`src/rtl/japanese_encoding_guesser_core_defines.svh`:
```
// Assertion macros for the guesser RTL.
// Expects signals named clock and reset in the module that uses them.
`ifndef JAPANESE_ENCODING_GUESSER_CORE_DEFINES_SVH
`define JAPANESE_ENCODING_GUESSER_CORE_DEFINES_SVH
// Condition and consequence in the same cycle, checked outside reset.
`define JEG_ASSERT_SAME(label, ante, cons, msg) \
   label: assert property (@(posedge clock) disable iff (reset) (ante) |-> (cons)) \
      else $error(msg);
// Consequence in the cycle after the condition, checked outside reset.
`define JEG_ASSERT_NEXT(label, ante, cons, msg) \
   label: assert property (@(posedge clock) disable iff (reset) (ante) |=> (cons)) \
      else $error(msg);
`endif

```
`src/rtl/jeg_pkg.sv`:
```
// Shared types, constants and escape designation tables of the guesser.
// No dependencies; used by every RTL module.
`default_nettype none

package jeg_pkg;

   localparam int QUEUE_DEPTH  = 4;
   localparam int HOLD_DEPTH   = 4;   // bytes held after ESC
   localparam int REPLAY_DEPTH = HOLD_DEPTH + 1;
   localparam int NUM_PAT      = 8;
   localparam int PAT_MAX      = HOLD_DEPTH + 1;

   localparam int QPTR_W     = (QUEUE_DEPTH > 1) ? $clog2(QUEUE_DEPTH) : 1;
   localparam int QCNT_W     = $clog2(QUEUE_DEPTH + 1);
   localparam int ESC_CNT_W  = $clog2(HOLD_DEPTH + 2);
   localparam int HOLD_IDX_W = (HOLD_DEPTH > 1) ? $clog2(HOLD_DEPTH) : 1;
   localparam int REP_CNT_W  = $clog2(REPLAY_DEPTH + 1);
   localparam int REP_IDX_W  = $clog2(REPLAY_DEPTH);

   typedef logic [QPTR_W-1:0]     q_ptr_type;
   typedef logic [QCNT_W-1:0]     q_cnt_type;
   typedef logic [ESC_CNT_W-1:0]  esc_cnt_type;
   typedef logic [HOLD_IDX_W-1:0] hold_idx_type;
   typedef logic [REP_CNT_W-1:0]  rep_cnt_type;
   typedef logic [REP_IDX_W-1:0]  rep_idx_type;

   localparam logic [7:0] ESC_BYTE = 8'h1b;
   localparam logic [7:0] SO_BYTE  = 8'h0e;
   localparam logic [7:0] SI_BYTE  = 8'h0f;
   localparam logic [7:0] SS2_BYTE = 8'h8e;
   localparam logic [7:0] SS3_BYTE = 8'h8f;

   // Configuration register indexes
   localparam logic CSR_EXTENDED_RANGES = 1'b0;
   localparam logic CSR_FULLWIDTH_ONLY  = 1'b1;

   typedef enum logic [1:0] {
      KIND_PLAIN,
      KIND_ESC,
      KIND_SO,
      KIND_SI
   } byte_kind_type;

   typedef enum logic [1:0] {
      MODE_ASCII     = 2'd0,
      MODE_KANJI     = 2'd1,
      MODE_SHIFT_OUT = 2'd2
   } mode_type;

   typedef enum logic [1:0] {
      PH_REJECT = 2'd0,
      PH_FIRST  = 2'd1,
      PH_NEXT   = 2'd2
   } phase_type;

   typedef struct packed {
      logic extended;
      logic fullwidth_only;
   } cfg_type;

   typedef struct packed {
      logic [7:0]    data;
      logic          last;
      byte_kind_type kind;
   } item_type;

   typedef struct packed {
      logic     valid;
      item_type item;
   } head_type;

   typedef struct packed {
      phase_type  euc;
      phase_type  dec;
      phase_type  sjis;
      logic       no_fullwidth;
      logic [1:0] seen;   // bit0 jis, bit1 non-ascii
   } check_type;

   typedef struct packed {
      logic       jis_found;
      logic       nonascii_found;
      logic       euc_ok;
      logic       dec_ok;
      logic       sjis_ok;
      logic       jis8_too;
      logic [1:0] shift_mode;
      logic [1:0] kanji_in_marks;
      logic [3:0] kanji_out_marks;
      logic       new_kanji_mark;
      logic       gaiji_mark;
   } result_type;

   // Designation sequences, bytes after ESC
   localparam logic [7:0] PAT_TEXT [NUM_PAT][PAT_MAX] = '{
      '{8'h24, 8'h42, 8'h00, 8'h00, 8'h00},   // $ B
      '{8'h24, 8'h40, 8'h00, 8'h00, 8'h00},   // $ @
      '{8'h26, 8'h40, 8'h1b, 8'h24, 8'h42},   // & @ ESC $ B
      '{8'h28, 8'h42, 8'h00, 8'h00, 8'h00},   // ( B
      '{8'h28, 8'h4a, 8'h00, 8'h00, 8'h00},   // ( J
      '{8'h28, 8'h48, 8'h00, 8'h00, 8'h00},   // ( H
      '{8'h28, 8'h49, 8'h00, 8'h00, 8'h00},   // ( I
      '{8'h24, 8'h28, 8'h44, 8'h00, 8'h00}    // $ ( D
   };
   localparam esc_cnt_type PAT_LEN [NUM_PAT] = '{
      esc_cnt_type'(2), esc_cnt_type'(2), esc_cnt_type'(5), esc_cnt_type'(2),
      esc_cnt_type'(2), esc_cnt_type'(2), esc_cnt_type'(2), esc_cnt_type'(3)
   };
   localparam mode_type PAT_MODE [NUM_PAT] = '{
      MODE_KANJI, MODE_KANJI, MODE_KANJI, MODE_ASCII,
      MODE_ASCII, MODE_ASCII, MODE_KANJI, MODE_KANJI
   };
   localparam logic [7:0] PAT_MARK [NUM_PAT] = '{
      8'h01, 8'h02, 8'h40, 8'h04, 8'h08, 8'h10, 8'h20, 8'h80
   };

   function automatic byte_kind_type classify(input logic [7:0] b);
      byte_kind_type k;
      case (b)
         ESC_BYTE: k = KIND_ESC;
         SO_BYTE:  k = KIND_SO;
         SI_BYTE:  k = KIND_SI;
         default:  k = KIND_PLAIN;
      endcase
      return k;
   endfunction

endpackage

`default_nettype wire

```
`src/rtl/jeg_front.sv`:
```
// Front end: accepts request beats, tags control bytes and queues them.
// Depends on jeg_pkg.
`default_nettype none

`include "japanese_encoding_guesser_core_defines.svh"

module jeg_front (
   input  logic              clock,
   input  logic              reset,
   input  logic              req_valid,
   output logic              req_ready,
   input  logic [7:0]        req_data_byte,
   input  logic              req_last_in_buffer,
   input  logic              pop,
   output jeg_pkg::head_type head
);

   jeg_pkg::item_type  mem_ff [jeg_pkg::QUEUE_DEPTH];
   jeg_pkg::item_type  item;
   jeg_pkg::q_ptr_type wr_ptr_ff, wr_ptr_in;
   jeg_pkg::q_ptr_type rd_ptr_ff, rd_ptr_in;
   jeg_pkg::q_cnt_type count_ff, count_in;
   logic               push;

   function automatic jeg_pkg::q_ptr_type advance(input jeg_pkg::q_ptr_type p);
      jeg_pkg::q_ptr_type r;
      if (p == jeg_pkg::q_ptr_type'(jeg_pkg::QUEUE_DEPTH - 1)) begin
         r = '0;
      end else begin
         r = p + 1'b1;
      end
      return r;
   endfunction

   always_comb begin
      req_ready = (count_ff != jeg_pkg::q_cnt_type'(jeg_pkg::QUEUE_DEPTH));
      push      = req_valid && req_ready;
      item.data = req_data_byte;
      item.last = req_last_in_buffer;
      item.kind = jeg_pkg::classify(req_data_byte);
      wr_ptr_in = push ? advance(wr_ptr_ff) : wr_ptr_ff;
      rd_ptr_in = pop ? advance(rd_ptr_ff) : rd_ptr_ff;
      count_in  = count_ff + jeg_pkg::q_cnt_type'(push) - jeg_pkg::q_cnt_type'(pop);
      head.valid = (count_ff != '0);
      head.item  = mem_ff[rd_ptr_ff];
   end

   always_ff @(posedge clock) begin
      if (reset) begin
         wr_ptr_ff <= '0;
         rd_ptr_ff <= '0;
         count_ff  <= '0;
      end else begin
         wr_ptr_ff <= wr_ptr_in;
         rd_ptr_ff <= rd_ptr_in;
         count_ff  <= count_in;
      end
   end

   always_ff @(posedge clock) begin
      if (push) begin
         mem_ff[wr_ptr_ff] <= item;
      end
   end

   `JEG_ASSERT_SAME(a_q_bound, 1'b1, count_ff <= jeg_pkg::q_cnt_type'(jeg_pkg::QUEUE_DEPTH), "queue count over depth")
   `JEG_ASSERT_SAME(a_q_pop_empty, pop, count_ff != '0, "pop from empty queue")

endmodule

`default_nettype wire

```
`src/rtl/jeg_back.sv`:
```
// Back end: escape matching with replay, JIS mode, EUC/DEC/SJIS checks
// and the result register. Depends on jeg_pkg.
`default_nettype none

`include "japanese_encoding_guesser_core_defines.svh"

module jeg_back (
   input  logic                clock,
   input  logic                reset,
   input  jeg_pkg::cfg_type    cfg,
   input  jeg_pkg::head_type   head,
   output logic                pop,
   output logic                rsp_valid,
   input  logic                rsp_ready,
   output jeg_pkg::result_type rsp_result
);

   localparam jeg_pkg::esc_cnt_type ESC_MAX = jeg_pkg::esc_cnt_type'(jeg_pkg::HOLD_DEPTH + 1);
   localparam jeg_pkg::rep_cnt_type REP_MAX = jeg_pkg::rep_cnt_type'(jeg_pkg::REPLAY_DEPTH);

   jeg_pkg::mode_type    mode_ff, mode_in;
   jeg_pkg::check_type   chk_ff, chk_in;
   logic [7:0]           prior_ff, prior_in;
   logic [7:0]           hold_ff [jeg_pkg::HOLD_DEPTH];
   logic [7:0]           hold_in [jeg_pkg::HOLD_DEPTH];
   jeg_pkg::esc_cnt_type esc_cnt_ff, esc_cnt_in;
   logic [7:0]           marks_ff, marks_in;
   logic [7:0]           rep_ff [jeg_pkg::REPLAY_DEPTH];
   logic [7:0]           rep_in [jeg_pkg::REPLAY_DEPTH];
   jeg_pkg::rep_cnt_type rep_cnt_ff, rep_cnt_in;
   logic                 item_last_ff, item_last_in;
   logic                 rsp_valid_ff, rsp_valid_in;
   jeg_pkg::result_type  rsp_res_ff, res;

   logic                  src_rep, src_fin, src_fifo, cur_last, out_busy, go, emit;
   logic [7:0]            cur;
   jeg_pkg::byte_kind_type cur_kind;
   logic [7:0]            rem [jeg_pkg::REPLAY_DEPTH];
   jeg_pkg::rep_cnt_type  rem_cnt, tail_len;
   logic [7:0]            cand [jeg_pkg::PAT_MAX];
   logic [jeg_pkg::NUM_PAT-1:0] fit, full;
   logic                  any_fit, any_full, differs, mism, mism_cur;
   logic [2:0]            full_idx;
   jeg_pkg::check_type    ex_cur, ex_esc;

   // One byte through the three code checks
   function automatic jeg_pkg::check_type examine(
      input jeg_pkg::check_type s,
      input logic [7:0]         c,
      input logic [7:0]         p,
      input jeg_pkg::cfg_type   k
   );
      jeg_pkg::check_type r;
      logic [7:0] lo;
      logic [7:0] kana_top;
      logic [7:0] sj_top;
      r        = s;
      lo       = {1'b0, c[6:0]};
      kana_top = k.extended ? 8'hff : 8'he0;
      sj_top   = k.extended ? 8'hfc : 8'hef;
      if (c[7]) begin
         r.seen[1] = 1'b1;
      end
      case (s.euc)
         jeg_pkg::PH_FIRST: begin
            if (c[7]) begin
               if ((c > 8'ha0 && c < 8'hff) ||
                   (!k.fullwidth_only && c == jeg_pkg::SS2_BYTE)) begin
                  r.euc = jeg_pkg::PH_NEXT;
               end else if (k.extended && c == jeg_pkg::SS3_BYTE) begin
                  r.euc = jeg_pkg::PH_NEXT;
               end else if (!(k.extended && c < 8'ha0)) begin
                  r.euc = jeg_pkg::PH_REJECT;
               end
            end
         end
         jeg_pkg::PH_NEXT: begin
            if (p == jeg_pkg::SS2_BYTE) begin
               r.euc = (c > 8'ha0 && c < kana_top) ? jeg_pkg::PH_FIRST : jeg_pkg::PH_REJECT;
            end else if (c > 8'ha0 && c < 8'hff) begin
               // after SS3 the next byte is still due
               if (p != jeg_pkg::SS3_BYTE) begin
                  r.euc = jeg_pkg::PH_FIRST;
               end
            end else begin
               r.euc = jeg_pkg::PH_REJECT;
            end
         end
         default: ;
      endcase
      if (k.extended) begin
         case (s.dec)
            jeg_pkg::PH_FIRST: begin
               if (c[7]) begin
                  if (c > 8'ha0 && c < 8'hff) begin
                     r.dec = jeg_pkg::PH_NEXT;
                  end else if (c >= 8'ha0) begin
                     r.dec = jeg_pkg::PH_REJECT;
                  end
               end
            end
            jeg_pkg::PH_NEXT: begin
               r.dec = (lo > 8'h20 && lo < 8'h7f) ? jeg_pkg::PH_FIRST : jeg_pkg::PH_REJECT;
            end
            default: ;
         endcase
      end
      case (s.sjis)
         jeg_pkg::PH_FIRST: begin
            if (c[7]) begin
               if (c > 8'ha0 && c < 8'he0) begin
                  if (k.fullwidth_only) begin
                     r.sjis = jeg_pkg::PH_REJECT;
                  end
               end else if (c != 8'h80 && c != 8'ha0 && c <= sj_top) begin
                  r.sjis         = jeg_pkg::PH_NEXT;
                  r.no_fullwidth = 1'b0;
               end else begin
                  r.sjis = jeg_pkg::PH_REJECT;
               end
            end
         end
         jeg_pkg::PH_NEXT: begin
            r.sjis = (c >= 8'h40 && c != 8'h7f && c <= 8'hfc) ?
                     jeg_pkg::PH_FIRST : jeg_pkg::PH_REJECT;
         end
         default: ;
      endcase
      return r;
   endfunction

   // Source select: replay first, then a pending final mismatch, then the queue
   always_comb begin
      src_rep  = (rep_cnt_ff != '0);
      src_fin  = !src_rep && item_last_ff && (esc_cnt_ff != '0);
      src_fifo = !src_rep && !src_fin && head.valid;
      cur_last = src_fifo ? head.item.last : item_last_ff;
      out_busy = rsp_valid_ff && !rsp_ready;
      go       = (src_rep || src_fin || src_fifo) && !(cur_last && out_busy);
      pop      = go && src_fifo;
      cur      = src_rep ? rep_ff[0] : head.item.data;
      cur_kind = src_rep ? jeg_pkg::classify(rep_ff[0]) : head.item.kind;
      for (int i = 0; i < jeg_pkg::REPLAY_DEPTH - 1; i++) begin
         rem[i] = rep_ff[i+1];
      end
      rem[jeg_pkg::REPLAY_DEPTH-1] = 8'h00;
      rem_cnt = src_rep ? rep_cnt_ff - 1'b1 : '0;
      ex_cur  = examine(chk_ff, cur, prior_ff, cfg);
      ex_esc  = examine(chk_ff, jeg_pkg::ESC_BYTE, prior_ff, cfg);
   end

   // Compare held bytes plus the current byte against every designation
   always_comb begin
      for (int i = 0; i < jeg_pkg::PAT_MAX; i++) begin
         if (i < jeg_pkg::HOLD_DEPTH &&
             jeg_pkg::esc_cnt_type'(i + 1) < esc_cnt_ff) begin
            cand[i] = hold_ff[jeg_pkg::hold_idx_type'(i)];
         end else begin
            cand[i] = cur;
         end
      end
      for (int k = 0; k < jeg_pkg::NUM_PAT; k++) begin
         differs = 1'b0;
         for (int i = 0; i < jeg_pkg::PAT_MAX; i++) begin
            if (jeg_pkg::esc_cnt_type'(i) < esc_cnt_ff &&
                cand[i] != jeg_pkg::PAT_TEXT[k][i]) begin
               differs = 1'b1;
            end
         end
         fit[k]  = (jeg_pkg::PAT_LEN[k] >= esc_cnt_ff) && !differs;
         full[k] = fit[k] && (jeg_pkg::PAT_LEN[k] == esc_cnt_ff);
      end
      any_fit  = |fit;
      any_full = |full;
      full_idx = '0;
      for (int k = jeg_pkg::NUM_PAT - 1; k >= 0; k--) begin
         if (full[k]) begin
            full_idx = 3'(k);
         end
      end
   end

   // Next state for one processed byte
   always_comb begin
      mode_in      = mode_ff;
      chk_in       = chk_ff;
      prior_in     = prior_ff;
      hold_in      = hold_ff;
      esc_cnt_in   = esc_cnt_ff;
      marks_in     = marks_ff;
      rep_in       = rep_ff;
      rep_cnt_in   = rep_cnt_ff;
      item_last_in = item_last_ff;
      mism         = 1'b0;
      mism_cur     = 1'b0;
      tail_len     = '0;
      if (pop) begin
         item_last_in = head.item.last;
      end
      if (go) begin
         rep_in     = rem;
         rep_cnt_in = rem_cnt;
         if (src_fin) begin
            mism = 1'b1;
         end else if (esc_cnt_ff != '0) begin
            if (any_full) begin
               mode_in    = jeg_pkg::PAT_MODE[full_idx];
               marks_in   = marks_ff | jeg_pkg::PAT_MARK[full_idx];
               esc_cnt_in = '0;
               if (mode_ff == jeg_pkg::MODE_ASCII) begin
                  chk_in = ex_esc;
               end
               chk_in.seen[0] = 1'b1;
               prior_in       = cur;
            end else if (any_fit && esc_cnt_ff < ESC_MAX) begin
               hold_in[jeg_pkg::hold_idx_type'(esc_cnt_ff - 1'b1)] = cur;
               esc_cnt_in = esc_cnt_ff + 1'b1;
            end else begin
               mism     = 1'b1;
               mism_cur = 1'b1;
            end
         end else begin
            case (cur_kind)
               jeg_pkg::KIND_ESC: begin
                  // skipped in shift-out, otherwise opens a sequence
                  if (mode_ff == jeg_pkg::MODE_SHIFT_OUT) begin
                     prior_in = cur;
                  end else begin
                     esc_cnt_in = jeg_pkg::esc_cnt_type'(1);
                  end
               end
               jeg_pkg::KIND_SO: begin
                  if (mode_ff == jeg_pkg::MODE_ASCII) begin
                     chk_in         = ex_cur;
                     chk_in.seen[0] = 1'b1;
                     mode_in        = jeg_pkg::MODE_SHIFT_OUT;
                  end
                  prior_in = cur;
               end
               jeg_pkg::KIND_SI: begin
                  if (mode_ff == jeg_pkg::MODE_SHIFT_OUT) begin
                     mode_in = jeg_pkg::MODE_ASCII;
                  end else if (mode_ff == jeg_pkg::MODE_ASCII) begin
                     chk_in = ex_cur;
                  end
                  prior_in = cur;
               end
               default: begin
                  if (mode_ff == jeg_pkg::MODE_ASCII) begin
                     chk_in = ex_cur;
                  end
                  prior_in = cur;
               end
            endcase
         end
         if (mism) begin
            // drop the sequence: ESC goes to the checks, held bytes replay
            esc_cnt_in = '0;
            chk_in     = ex_esc;
            prior_in   = jeg_pkg::ESC_BYTE;
            tail_len   = jeg_pkg::rep_cnt_type'(esc_cnt_ff - 1'b1) +
                         jeg_pkg::rep_cnt_type'(mism_cur);
            for (int i = 0; i < jeg_pkg::REPLAY_DEPTH; i++) begin
               if (i < jeg_pkg::HOLD_DEPTH &&
                   jeg_pkg::esc_cnt_type'(i + 1) < esc_cnt_ff) begin
                  rep_in[i] = hold_ff[jeg_pkg::hold_idx_type'(i)];
               end else if (mism_cur && jeg_pkg::esc_cnt_type'(i + 1) == esc_cnt_ff) begin
                  rep_in[i] = cur;
               end else if (jeg_pkg::rep_cnt_type'(i) >= tail_len) begin
                  rep_in[i] = rem[jeg_pkg::rep_idx_type'(jeg_pkg::rep_cnt_type'(i) - tail_len)];
               end else begin
                  rep_in[i] = rem[0];
               end
            end
            rep_cnt_in = tail_len + rem_cnt;
         end
      end

      emit = go && cur_last && (rep_cnt_in == '0) && (esc_cnt_in == '0);

      res.jis_found       = chk_in.seen[0];
      res.nonascii_found  = chk_in.seen[1];
      res.euc_ok          = (chk_in.euc == jeg_pkg::PH_FIRST);
      res.dec_ok          = cfg.extended && (chk_in.dec == jeg_pkg::PH_FIRST);
      res.sjis_ok         = (chk_in.sjis == jeg_pkg::PH_FIRST);
      res.jis8_too        = res.sjis_ok && !cfg.fullwidth_only && chk_in.no_fullwidth;
      res.shift_mode      = mode_in;
      res.kanji_in_marks  = marks_in[1:0];
      res.kanji_out_marks = marks_in[5:2];
      res.new_kanji_mark  = marks_in[6];
      res.gaiji_mark      = marks_in[7];

      if (emit) begin
         // restart per-buffer checks
         chk_in.euc          = jeg_pkg::PH_FIRST;
         chk_in.dec          = jeg_pkg::PH_FIRST;
         chk_in.sjis         = jeg_pkg::PH_FIRST;
         chk_in.no_fullwidth = 1'b1;
         chk_in.seen         = '0;
         prior_in            = 8'h00;
      end

      if (emit) begin
         rsp_valid_in = 1'b1;
      end else if (rsp_ready) begin
         rsp_valid_in = 1'b0;
      end else begin
         rsp_valid_in = rsp_valid_ff;
      end
   end

   always_ff @(posedge clock) begin
      if (reset) begin
         mode_ff             <= jeg_pkg::MODE_ASCII;
         chk_ff.euc          <= jeg_pkg::PH_FIRST;
         chk_ff.dec          <= jeg_pkg::PH_FIRST;
         chk_ff.sjis         <= jeg_pkg::PH_FIRST;
         chk_ff.no_fullwidth <= 1'b1;
         chk_ff.seen         <= '0;
         prior_ff            <= 8'h00;
         esc_cnt_ff          <= '0;
         marks_ff            <= 8'h00;
         rep_cnt_ff          <= '0;
         item_last_ff        <= 1'b0;
         rsp_valid_ff        <= 1'b0;
      end else begin
         mode_ff      <= mode_in;
         chk_ff       <= chk_in;
         prior_ff     <= prior_in;
         esc_cnt_ff   <= esc_cnt_in;
         marks_ff     <= marks_in;
         rep_cnt_ff   <= rep_cnt_in;
         item_last_ff <= item_last_in;
         rsp_valid_ff <= rsp_valid_in;
      end
   end

   always_ff @(posedge clock) begin
      hold_ff <= hold_in;
      rep_ff  <= rep_in;
      if (emit) begin
         rsp_res_ff <= res;
      end
   end

   assign rsp_valid  = rsp_valid_ff;
   assign rsp_result = rsp_res_ff;

   `JEG_ASSERT_SAME(a_rep_bound, 1'b1, rep_cnt_ff <= REP_MAX, "replay queue overrun")
   `JEG_ASSERT_SAME(a_pop_idle, pop, (rep_cnt_ff == '0) && !(item_last_ff && (esc_cnt_ff != '0)), "queue popped while a byte is in flight")
   `JEG_ASSERT_NEXT(a_emit_clean, emit, (esc_cnt_ff == '0) && (rep_cnt_ff == '0) && (chk_ff.seen == '0), "buffer end left state behind")

endmodule

`default_nettype wire

```
`src/rtl/japanese_encoding_guesser_core.sv`:
```
// Top level of the Japanese text encoding guesser.
// Depends on jeg_pkg, jeg_front and jeg_back.
`default_nettype none

// Feed a text buffer one byte per request beat, with req_last_in_buffer set
// on its final byte; that byte yields one response beat carrying the JIS,
// EUC, DEC and Shift-JIS verdicts, the JIS shift mode left after the
// buffer, and the designation marks, which accumulate from reset. Other
// bytes yield nothing. Beats enter a four-deep queue, so the request side
// keeps flowing while a response waits, until the queue is full. The back
// end takes one byte per clock from the queue while not replaying or stalled.
// An ESC sequence that turns out not to be a designation passes its ESC to
// the checks, then replays the bytes held behind it (at most four) and the
// byte that broke the match; a replayed byte may open a sequence of its own.
// A sequence left open by the last byte is flushed the same way before the
// response. A last byte also waits while an earlier response is still held.
// rsp_valid is registered, set when the back end finishes the buffer. The
// CSR registers (index 0 extended ranges, index 1 fullwidth only) are plain
// write-only bits; write them only while no buffer is in progress.
module japanese_encoding_guesser_core (
   input  logic       clock,
   input  logic       reset,
   // request channel
   input  logic       req_valid,
   output logic       req_ready,
   input  logic [7:0] req_data_byte,
   input  logic       req_last_in_buffer,
   // response channel
   output logic       rsp_valid,
   input  logic       rsp_ready,
   output logic       rsp_jis_found,
   output logic       rsp_nonascii_found,
   output logic       rsp_euc_ok,
   output logic       rsp_dec_ok,
   output logic       rsp_sjis_ok,
   output logic       rsp_jis8_too,
   output logic [1:0] rsp_shift_mode,
   output logic [1:0] rsp_kanji_in_marks,
   output logic [3:0] rsp_kanji_out_marks,
   output logic       rsp_new_kanji_mark,
   output logic       rsp_gaiji_mark,
   // configuration write port
   input  logic       csr_we,
   input  logic       csr_index,
   input  logic       csr_wdata
);

   jeg_pkg::cfg_type    cfg_ff;
   jeg_pkg::head_type   head;
   jeg_pkg::result_type result;
   logic                pop;

   // Hold the configuration bits; write them on csr_we
   always_ff @(posedge clock) begin
      if (reset) begin
         cfg_ff <= '0;
      end else if (csr_we) begin
         case (csr_index)
            jeg_pkg::CSR_EXTENDED_RANGES: cfg_ff.extended       <= csr_wdata;
            jeg_pkg::CSR_FULLWIDTH_ONLY:  cfg_ff.fullwidth_only <= csr_wdata;
            default: ;
         endcase
      end
   end

   // Front: accept beats, tag ESC/SO/SI, queue
   jeg_front u_front (
      .clock              (clock),
      .reset              (reset),
      .req_valid          (req_valid),
      .req_ready          (req_ready),
      .req_data_byte      (req_data_byte),
      .req_last_in_buffer (req_last_in_buffer),
      .pop                (pop),
      .head               (head)
   );

   // Back: match designations, replay on mismatch, run the checks
   jeg_back u_back (
      .clock      (clock),
      .reset      (reset),
      .cfg        (cfg_ff),
      .head       (head),
      .pop        (pop),
      .rsp_valid  (rsp_valid),
      .rsp_ready  (rsp_ready),
      .rsp_result (result)
   );

   // Break the result register out into the response fields
   assign rsp_jis_found       = result.jis_found;
   assign rsp_nonascii_found  = result.nonascii_found;
   assign rsp_euc_ok          = result.euc_ok;
   assign rsp_dec_ok          = result.dec_ok;
   assign rsp_sjis_ok         = result.sjis_ok;
   assign rsp_jis8_too        = result.jis8_too;
   assign rsp_shift_mode      = result.shift_mode;
   assign rsp_kanji_in_marks  = result.kanji_in_marks;
   assign rsp_kanji_out_marks = result.kanji_out_marks;
   assign rsp_new_kanji_mark  = result.new_kanji_mark;
   assign rsp_gaiji_mark      = result.gaiji_mark;

endmodule

`default_nettype wire
```
`config.mk`:
```
export PLATFORM = sky130hd
export DESIGN_NAME = japanese_encoding_guesser_core
export DESIGN_NICKNAME = d
export VERILOG_FILES = /design/src/rtl/jeg_pkg.sv /design/src/rtl/jeg_front.sv /design/src/rtl/jeg_back.sv /design/src/rtl/japanese_encoding_guesser_core.sv
export VERILOG_INCLUDE_DIRS = /design/src /design/src/rtl
export SDC_FILE = /design/constraint.sdc
export NUM_CORES = 1
export LEC_CHECK = 0
export BUFFER_PORTS_ARGS = -buffer_cell sky130_fd_sc_hd__clkbuf_2
export CAP_MARGIN = 20
export CORE_UTILIZATION = 35
export DETAILED_ROUTE_END_ITERATION = 16
export PLACE_DENSITY_LB_ADDON = 0.2
export SLEW_MARGIN = 20
export SYNTH_ARGS = -nofsm -noshare
export SYNTH_HDL_FRONTEND = slang
export SYNTH_SLANG_ARGS = --single-unit
```
`constraint.sdc`:
```
create_clock -name clock -period 5.51 [get_ports clock]
set_input_delay 0.8265 -clock clock [delete_from_list [all_inputs] [get_ports clock]]
set_output_delay 0.8265 -clock clock [all_outputs]
set_load 0.03 [all_outputs]
```
Yosys cells after proc, flatten, opt, wreduce, memory -nomap -nowiden
Memory sizes are Yosys's and may differ from the RTL's. A register that Yosys moved wholly into a read port is not among the register bits.
Index checks and enable logic that the tools add are counted.
{"block": "totals", "regBits": 132, "ram_bits": 44, "rom_bits": 80, "in_bits": 16, "word_cells": 421, "mem_count": 3}
{"block": "classes", "n_addsub": 14, "magnitude_cmp": 33, "n_eq_ne": 51, "mux": 173, "bitwise_logic": 11, "reduce_logical": 99}
{"memory": "(no name shown)", "words": 8, "width": 8, "read_ports": 1, "rd_clocked_by_memory_dff": 0, "wr": 0, "line": "jeg_back.sv:208", "text": "marks_in = marks_ff | jeg_pkg::PAT_MARK[full_idx];"}
{"memory": "u_front.mem_ff", "words": 4, "width": 11, "read_ports": 1, "rd_clocked_by_memory_dff": 1, "wr": 1, "line": "jeg_front.sv:18", "text": "jeg_pkg::item_type mem_ff [jeg_pkg::QUEUE_DEPTH];"}
{"memory": "(no name shown)", "words": 8, "width": 2, "read_ports": 1, "rd_clocked_by_memory_dff": 0, "wr": 0, "line": "jeg_back.sv:207", "text": "mode_in = jeg_pkg::PAT_MODE[full_idx];"}
{"op": "two-way mux 8 bit", "n": 42}
{"op": "binary-select mux 8 bit (select 3 bit)", "n": 5}
{"op": "two-way mux 9 bit", "n": 9}
{"op": "logical AND 1 bit", "n": 65}
{"op": "inequality test 8 x 7 -> 1 bit (second input constant)", "n": 8}
{"op": "two-way mux 2 bit", "n": 31}
{"op": "two-way mux 3 bit", "n": 20}
{"op": "two-way mux 1 bit", "n": 54}
{"op": "two-way mux 40 bit", "n": 1}
{"op": "inequality test 8 x 6 -> 1 bit (second input constant)", "n": 5}
{"op": "bitwise mux 32 bit", "n": 1}
{"op": "equality test 8 x 4 -> 1 bit (second input constant)", "n": 4}
{"op": "case mux 9 bit (3 select lines)", "n": 1}
{"op": "equality test 8 bit (second input constant)", "n": 3}
{"op": "greater-or-equal comparator 4 bit (second input constant)", "n": 6}
{"op": "< comparator 8 bit (second input constant)", "n": 3}
{"op": "inequality test 8 bit (second input constant)", "n": 3}
{"op": "inverter 3 -> 4 bit", "n": 6}
{"op": "nonzero test 8 bit", "n": 3}
{"op": "demux 8 bit (select 2 bit)", "n": 1}
{"op": "equality test 2 bit (second input constant)", "n": 8}
{"op": "equality test 8 x 5 -> 1 bit (second input constant)", "n": 2}
{"op": "case mux 2 bit (2 select lines)", "n": 4}
{"op": "OR reduction 8 bit", "n": 2}
{"op": "other kinds (51)", "n": 94}

Logic depth before layout (Yosys ltp)
{"block": "logic_depth", "ltp_word": 30, "mapped_depth": 29, "depth_no_buf": 24}

Cells and area by module
A second synthesis with hierarchy kept.
{"block": "unflattened", "cells_unflattened": 1072, "hier_area_um2": 10961.8}
{"module": "jeg_back", "n_inst": 1, "cells_each": 953, "area_each_um2": 8783.4, "seq_area_each_um2": 3343.2}
{"module": "jeg_front", "n_inst": 1, "cells_each": 110, "area_each_um2": 2085.8, "seq_area_each_um2": 1501.4}
{"module": "japanese_encoding_guesser_core", "n_inst": 1, "cells_each": 9, "area_each_um2": 92.6, "seq_area_each_um2": 40.0}

Least setup slack after synthesis
OpenSTA, ideal clock, no wires.
{"block": "synth_path", "kind": "register to register", "startpoint": "register u_back.rep_cnt_ff[1]", "endpoint": "register u_back.rsp_res_ff, in the netlist u_back.rsp_result[0], enable pin", "t_arrival_ns": 5.703, "t_required_ns": 5.182, "path_slack_ns": -0.521, "stages_incl_launch_ff": 29, "path_buffers": 4, "period_less_slack_ns": 6.031, "path_cell_list": "dfxtp_1 > nor2_1 > ha_1 > nor2b_1 > buf_2 > a22oi_1 > nand2_2 > clkinv_1 > clkbuf_1 > o41ai_1 > a41oi_1 > a211oi_2 > a22oi_4 > nand2_2 > nor2_1 > ha_1 > ha_1 > clkbuf_1 > inv_1 > fa_1 > xnor2_1 > xnor2_1 > a21oi_1 > nand4b_1 > o22ai_1 > a21oi_1 > or3_1 > buf_2 > inv_2"}
{"item": "start, declared", "line": "jeg_back.sv:30", "text": "jeg_pkg::rep_cnt_type rep_cnt_ff, rep_cnt_in;"}
{"item": "start signal, assigned", "line": "jeg_back.sv:332", "text": "rep_cnt_ff <= rep_cnt_in;"}
{"item": "end signal, assigned", "line": "jeg_back.sv:342", "text": "rsp_res_ff <= res;"}
{"item": "end, declared", "line": "jeg_back.sv:33", "text": "jeg_pkg::result_type rsp_res_ff, res;"}

Final worst setup path
{"block": "layout_path", "startpoint": "register u_back.esc_cnt_ff[0]", "endpoint": "register u_back.rep_ff, in the netlist u_back.rem[9] (data pin)"}
{"block": "layout_via", "elab_chain_len": 26}
{"item": "start, declared", "line": "jeg_back.sv:26", "text": "jeg_pkg::esc_cnt_type esc_cnt_ff, esc_cnt_in;"}
{"item": "start signal, assigned", "line": "jeg_back.sv:330", "text": "esc_cnt_ff <= esc_cnt_in;"}
{"item": "< comparator 1 x 3 -> 1 bit", "line": "jeg_back.sv:156, jeg_back.sv:165"}
{"item": "two-way mux 8 bit", "line": "jeg_back.sv:155", "text": "if (i < jeg_pkg::HOLD_DEPTH &&"}
{"item": "inequality test 8 x 6 -> 1 bit", "line": "jeg_back.sv:166", "text": "cand[i] != jeg_pkg::PAT_TEXT[k][i]) begin"}
{"item": "logical AND 1 bit", "line": "jeg_back.sv:165", "text": "if (jeg_pkg::esc_cnt_type'(i) < esc_cnt_ff &&"}
{"item": "two-way mux 1 bit (5 in series)", "line": "jeg_back.sv:165"}
{"item": "zero test 1 bit", "line": "jeg_back.sv:170", "text": "fit[k] = (jeg_pkg::PAT_LEN[k] >= esc_cnt_ff) && !differs;"}
{"item": "logical AND 1 bit", "line": "jeg_back.sv:170"}
{"item": "OR reduction 8 bit", "line": "jeg_back.sv:173", "text": "any_fit = |fit;"}
{"item": "[... 5 more ...]"}
{"item": "two-way mux 1 bit", "line": "jeg_back.sv:200", "text": "if (go) begin"}
{"item": "adder 3 x 1 -> 3 bit", "line": "jeg_back.sv:261", "text": "tail_len = jeg_pkg::rep_cnt_type'(esc_cnt_ff - 1'b1) +"}
{"item": "subtractor 3 bit", "line": "jeg_back.sv:270", "text": "rep_in[i] = rem[jeg_pkg::rep_idx_type'(jeg_pkg::rep_cnt_type'(i) - tail_len)];"}
{"item": "inverter 3 -> 4 bit (not written as such)", "line": "jeg_back.sv:270"}
{"item": "binary-select mux 8 bit (select 3 bit)", "line": "jeg_back.sv:270"}
{"item": "two-way mux 8 bit (not written as such) (2 in series)", "line": "jeg_back.sv:270"}
{"item": "two-way mux 8 bit", "line": "jeg_back.sv:269", "text": "end else if (jeg_pkg::rep_cnt_type'(i) >= tail_len) begin"}
{"item": "two-way mux 8 bit", "line": "jeg_back.sv:267", "text": "end else if (mism_cur && jeg_pkg::esc_cnt_type'(i + 1) == esc_cnt_ff) begin"}
{"item": "end signal, assigned", "line": "jeg_back.sv:340", "text": "rep_ff <= rep_in;"}
{"item": "end, declared", "line": "jeg_back.sv:28", "text": "logic [7:0] rep_ff [jeg_pkg::REPLAY_DEPTH];"}
Several ways; a longest one is shown, not always the timed one. The select of a mux whose other input is x is not followed.
A chain may end at the register's enable or synchronous reset.

==> out/metrics.csv <==
stage,metric,value,unit
synth,Synthesized Nets,1159,
pwr,P per Cell Area,660.0,nW/um^2
synth,post-synthesis mux area share,7.571,%
pwr,total power,8.374,mW
clocking,H-tree lvl count,4,
sta,Worst Hold Margin,0.4724,ns
drt,# DRC,0,
synth,Adder-Cell Fraction of Synth Area,5.131,%
synth,Avg Inst Size Synth,10.03,um^2
clocking,root buf cell,clkbuf_16,
placement,DP Area,11960,um^2
global_routing,first-pass GRT wire length,54.89,mm
floorplan,Initial Utilization,35.85,%
synth,distinct cell type count after synthesis,92,
clocking,CTS tree,done,
sta,actual slew at the worst max-slew pin,1.006,ns
worst_setup_path,Worst Path Arrival,5.44,ns
sta,Max Slew Vio Count,0,
sta,Period minus WS final,5.187,ns
drt,vias per cell,5.994,
synth,Cells after Synth,1099,
clocking,CTS Buf Count,17,
run,max_cap viols,0,
status,status,"complete, no violations",
layout,layout cells sized above 1,19.24,%
synth,"Primary FF master, synth",edfxtp_1,
synth,Synth Area in Simple Gates,16.74,%
global_routing,vias in the first global route,8818,
sta,period utilization,94.14,%
global_routing,Overflow after GRT,0,
synth,post-synthesis sequential area ratio,44.31,%
floorplan,DIE HEIGHT,179.5,um
layout,Antenna diodes,0,
sta,max frequency,0.1928,GHz
worst_setup_path,Crit Path Category,flop to flop,
pwr,Max VDD drop,0.0003043,V
synth,XOR/XNOR share of the synthesized area,0.7151,%
placement,Placer Congestion,0.9429,
sta,clock skew,0.02302,ns
sta,RSZ-0062 raised after global routing,no,
floorplan,num rows,64,
floorplan,Ports,34,
placement,port bufs,33,
floorplan,Die X,179.5,um
global_routing,largest net degree at the start of global routing,60,
drt,aggregate routed wire length,35.54,mm
sta,final setup vio count,0,
worst_setup_path,worst-path fanout max,13,
global_routing,initial antenna violation count,0,
drt,antenna-violating nets left,0,
synth,Post-Syn Area,11020,um^2
layout,nets@finish,1211,
sta,Fin. Hold Viols,0,
placement,pre-CTS setup slack,-0.2388,ns
synth,"Warnings, synthesis",0,
drt,Initial DRC Count,1021,
layout,Layout Area Growth over Synthesis,15.11,%
clocking,Worst-Skew Late Latency,0.45,ns
global_routing,Total GRT Usage,22.24,%
placement,HPWL Detailed,25.39,mm
floorplan,Core Region,30750,um^2
drt,TritonRoute pass-1 iters,6,
synth,Seq cells post-synth,178,
clocking,clock tree buffer depth,2,
layout,Final Cell Area,12690,um^2
clocking,Clock Pin Slew Worst Setup and Hold Paths,0.08,ns
synth,Synth Area in Compound Gates,21.42,%
sta,post-route setup slack,0.3227,ns
synth,Post-synth EDFFs,132,
clocking,CTS Hold Bufs,0,
synth,largest family of logic cells by synthesized area,compound AO/OA/AOI/OAI gates,
worst_setup_path,Worst Setup Start Kind,flop,
drt,Avg WL per Cell,22.78,um
drt,DR vias,9351,
pwr,Lkg Pwr,4.793,nW
worst_setup_path,critical path capture point type,flop,
worst_setup_path,Crit path required time,5.77,ns
clocking,Sink Count,178,
synth,Async SR Flop Fraction,0,%
worst_hold_path,Hold Path Class,flop to flop,
sta,Slew Limit Headroom,32.45,%
layout,"Core Util, Final",41.26,%
floorplan,full die area,32210,um^2
[Yosys cell counts, drive strengths merged, types with 8 or more instances]
library cell / instances / area (um^2)
and2: 31 / 193.9
a22oi: 37 / 291.5
ha: 42 / 525.5
o211ai: 10 / 80.07
and3: 10 / 62.56
a211oi: 39 / 297.8
nand2b: 10 / 62.56
buf: 28 / 155.1
nor2: 119 / 449.2
clkbuf: 40 / 151.4
nor4: 8 / 50.05
nand2: 98 / 372.9
a21o: 17 / 127.6
inv: 36 / 135.1
o31ai: 11 / 87.58
or2: 9 / 56.31
o21a: 12 / 90.09
nor3: 16 / 85.08
nand4: 8 / 50.05
mux2i: 26 / 260.3
o21ai: 55 / 275.3
nor2b: 14 / 87.58
mux4: 25 / 563.0
a21oi: 59 / 299.0
edfxtp: 132 / 3964
a31oi: 14 / 87.58
nand3: 26 / 130.1
dfxtp: 46 / 920.9
[kinds of logic after synthesis]
kind of cell,Yosys count
AO/OA/AOI/OAI,329
XOR/XNOR,9
adder cells (fa/ha/maj),44
buffers and inverters,107
flip-flops,178
multiplexers,52
AND/OR/NAND/NOR,380
[sequential cells by signal (all words and copies together) (netlist names), named ones only]
register             cells
u_back.rsp_valid         1
u_front.wr_ptr_ff        2
u_back.hold_ff          32
u_back.rep_cnt_ff        3
cfg_ff                   2
u_front.rd_ptr_ff        2
u_back.prior_ff          8
u_back.item_last_ff      1
u_back.rep_ff            8
u_back.esc_cnt_ff        3
u_back.marks_ff          8
u_back.rsp_result       16
u_back.rem              32
u_back.chk_ff            9
u_back.mode_ff           2
u_front.mem_ff          44
u_front.count_ff         3
[cell type report]
class                           count  area [um^2]
Fill cell                        3049        18060
Multi-Input combinational cell    814         5878
Sequential cell                   178         4885
Timing Repair Buffer              101        700.7
Tap cell                          396        495.5
Clock buffer                       18        429.2
Inverter                           39        155.1
Clock inverter                     14        145.1
[metal layers]
| metal | vias to the layer above | share of wire, % | global-route usage (%) |
|---|---|---|---|
| met3 | 52 | 7.9 | 4.092 |
| met2 | 431 | 44 | 33.31 |
| met5 | - | 0 | 0 |
| met4 | 0 | 2.6 | 7.138 |
| li1 | 4284 | - | - |
| met1 | 4584 | 46 | 32.29 |
[final timing paths]
check	startpoint	end	slack, ns	cells after the start
worst max-delay path	u_back.esc_cnt_ff[0]	u_back.rem[9]	0.32	18
worst min-delay path	u_back.prior_ff[7]	u_back.prior_ff[7]	0.47	2
worst min register to register	u_back.prior_ff[7]	u_back.prior_ff[7]	0.47	2
worst max register to register	u_back.esc_cnt_ff[0]	u_back.rem[9]	0.32	18
[power breakdown]
| part | total, mW | internal, mW | switching (mW) |
|---|---|---|---|
| Sequential | 2.39 | 2.02 | 0.371 |
| Clock | 1.22 | 0.638 | 0.578 |
| Combinational | 4.77 | 1.81 | 2.96 |
[critical path: stages, from the launching register on]
cell      delay [ns]
dfxtp_1         0.45
ha_1            0.32
o21bai_2        0.39
buf_4           0.31
o41ai_4         0.11
a31o_2          0.31
a2bb2o_1        0.33
a22oi_4         0.19
nand2_4         0.06
nor2_1          0.16
ha_2            0.22
ha_4            0.13
xnor2_1         0.18
xnor2_2         0.14
buf_4           0.21
ha_1            0.36
nor2b_1         0.62
a22oi_1         0.19
a211oi_1        0.29
[through the flow]
| step | TNS, ns | instances |
|---|---|---|
| floorplan | 0 | 1099 |
| global placement | -1.312 | 1526 |
| detailed placement | -4.319 | 1526 |
| CTS | 0 | 1558 |
| global route | 0 | 1560 |
| finish | 0 | 1560 |
[cells in the final DEF (no fill, tap or decap), types with 13 or more instances in the layout]
master     synthesis  routed
a21o_1            17      17
nor3_1            15      14
clkbuf_2           1      33
clkbuf_16          0      17
nor2b_1           14      13
nor2_1           118     115
mux4_2            25      25
nand2_1           96      94
a21oi_1           58      56
a22oi_1           36      32
a211oi_1          38      37
mux2i_1           26      25
and2_1            30      29
nand3_1           26      26
buf_4              1      66
ha_1              42      37
dfxtp_1           46      46
o21ai_0           52      52
edfxtp_1         132     132
inv_1             31      29
[repair_timing]
action,4_1_cts,5_1_grt
setup buffers,0,2
pin swaps,0,5
gates resized for setup,7,25
setup endpoints to repair,30,58
Power figures use the tool's default switching activity.
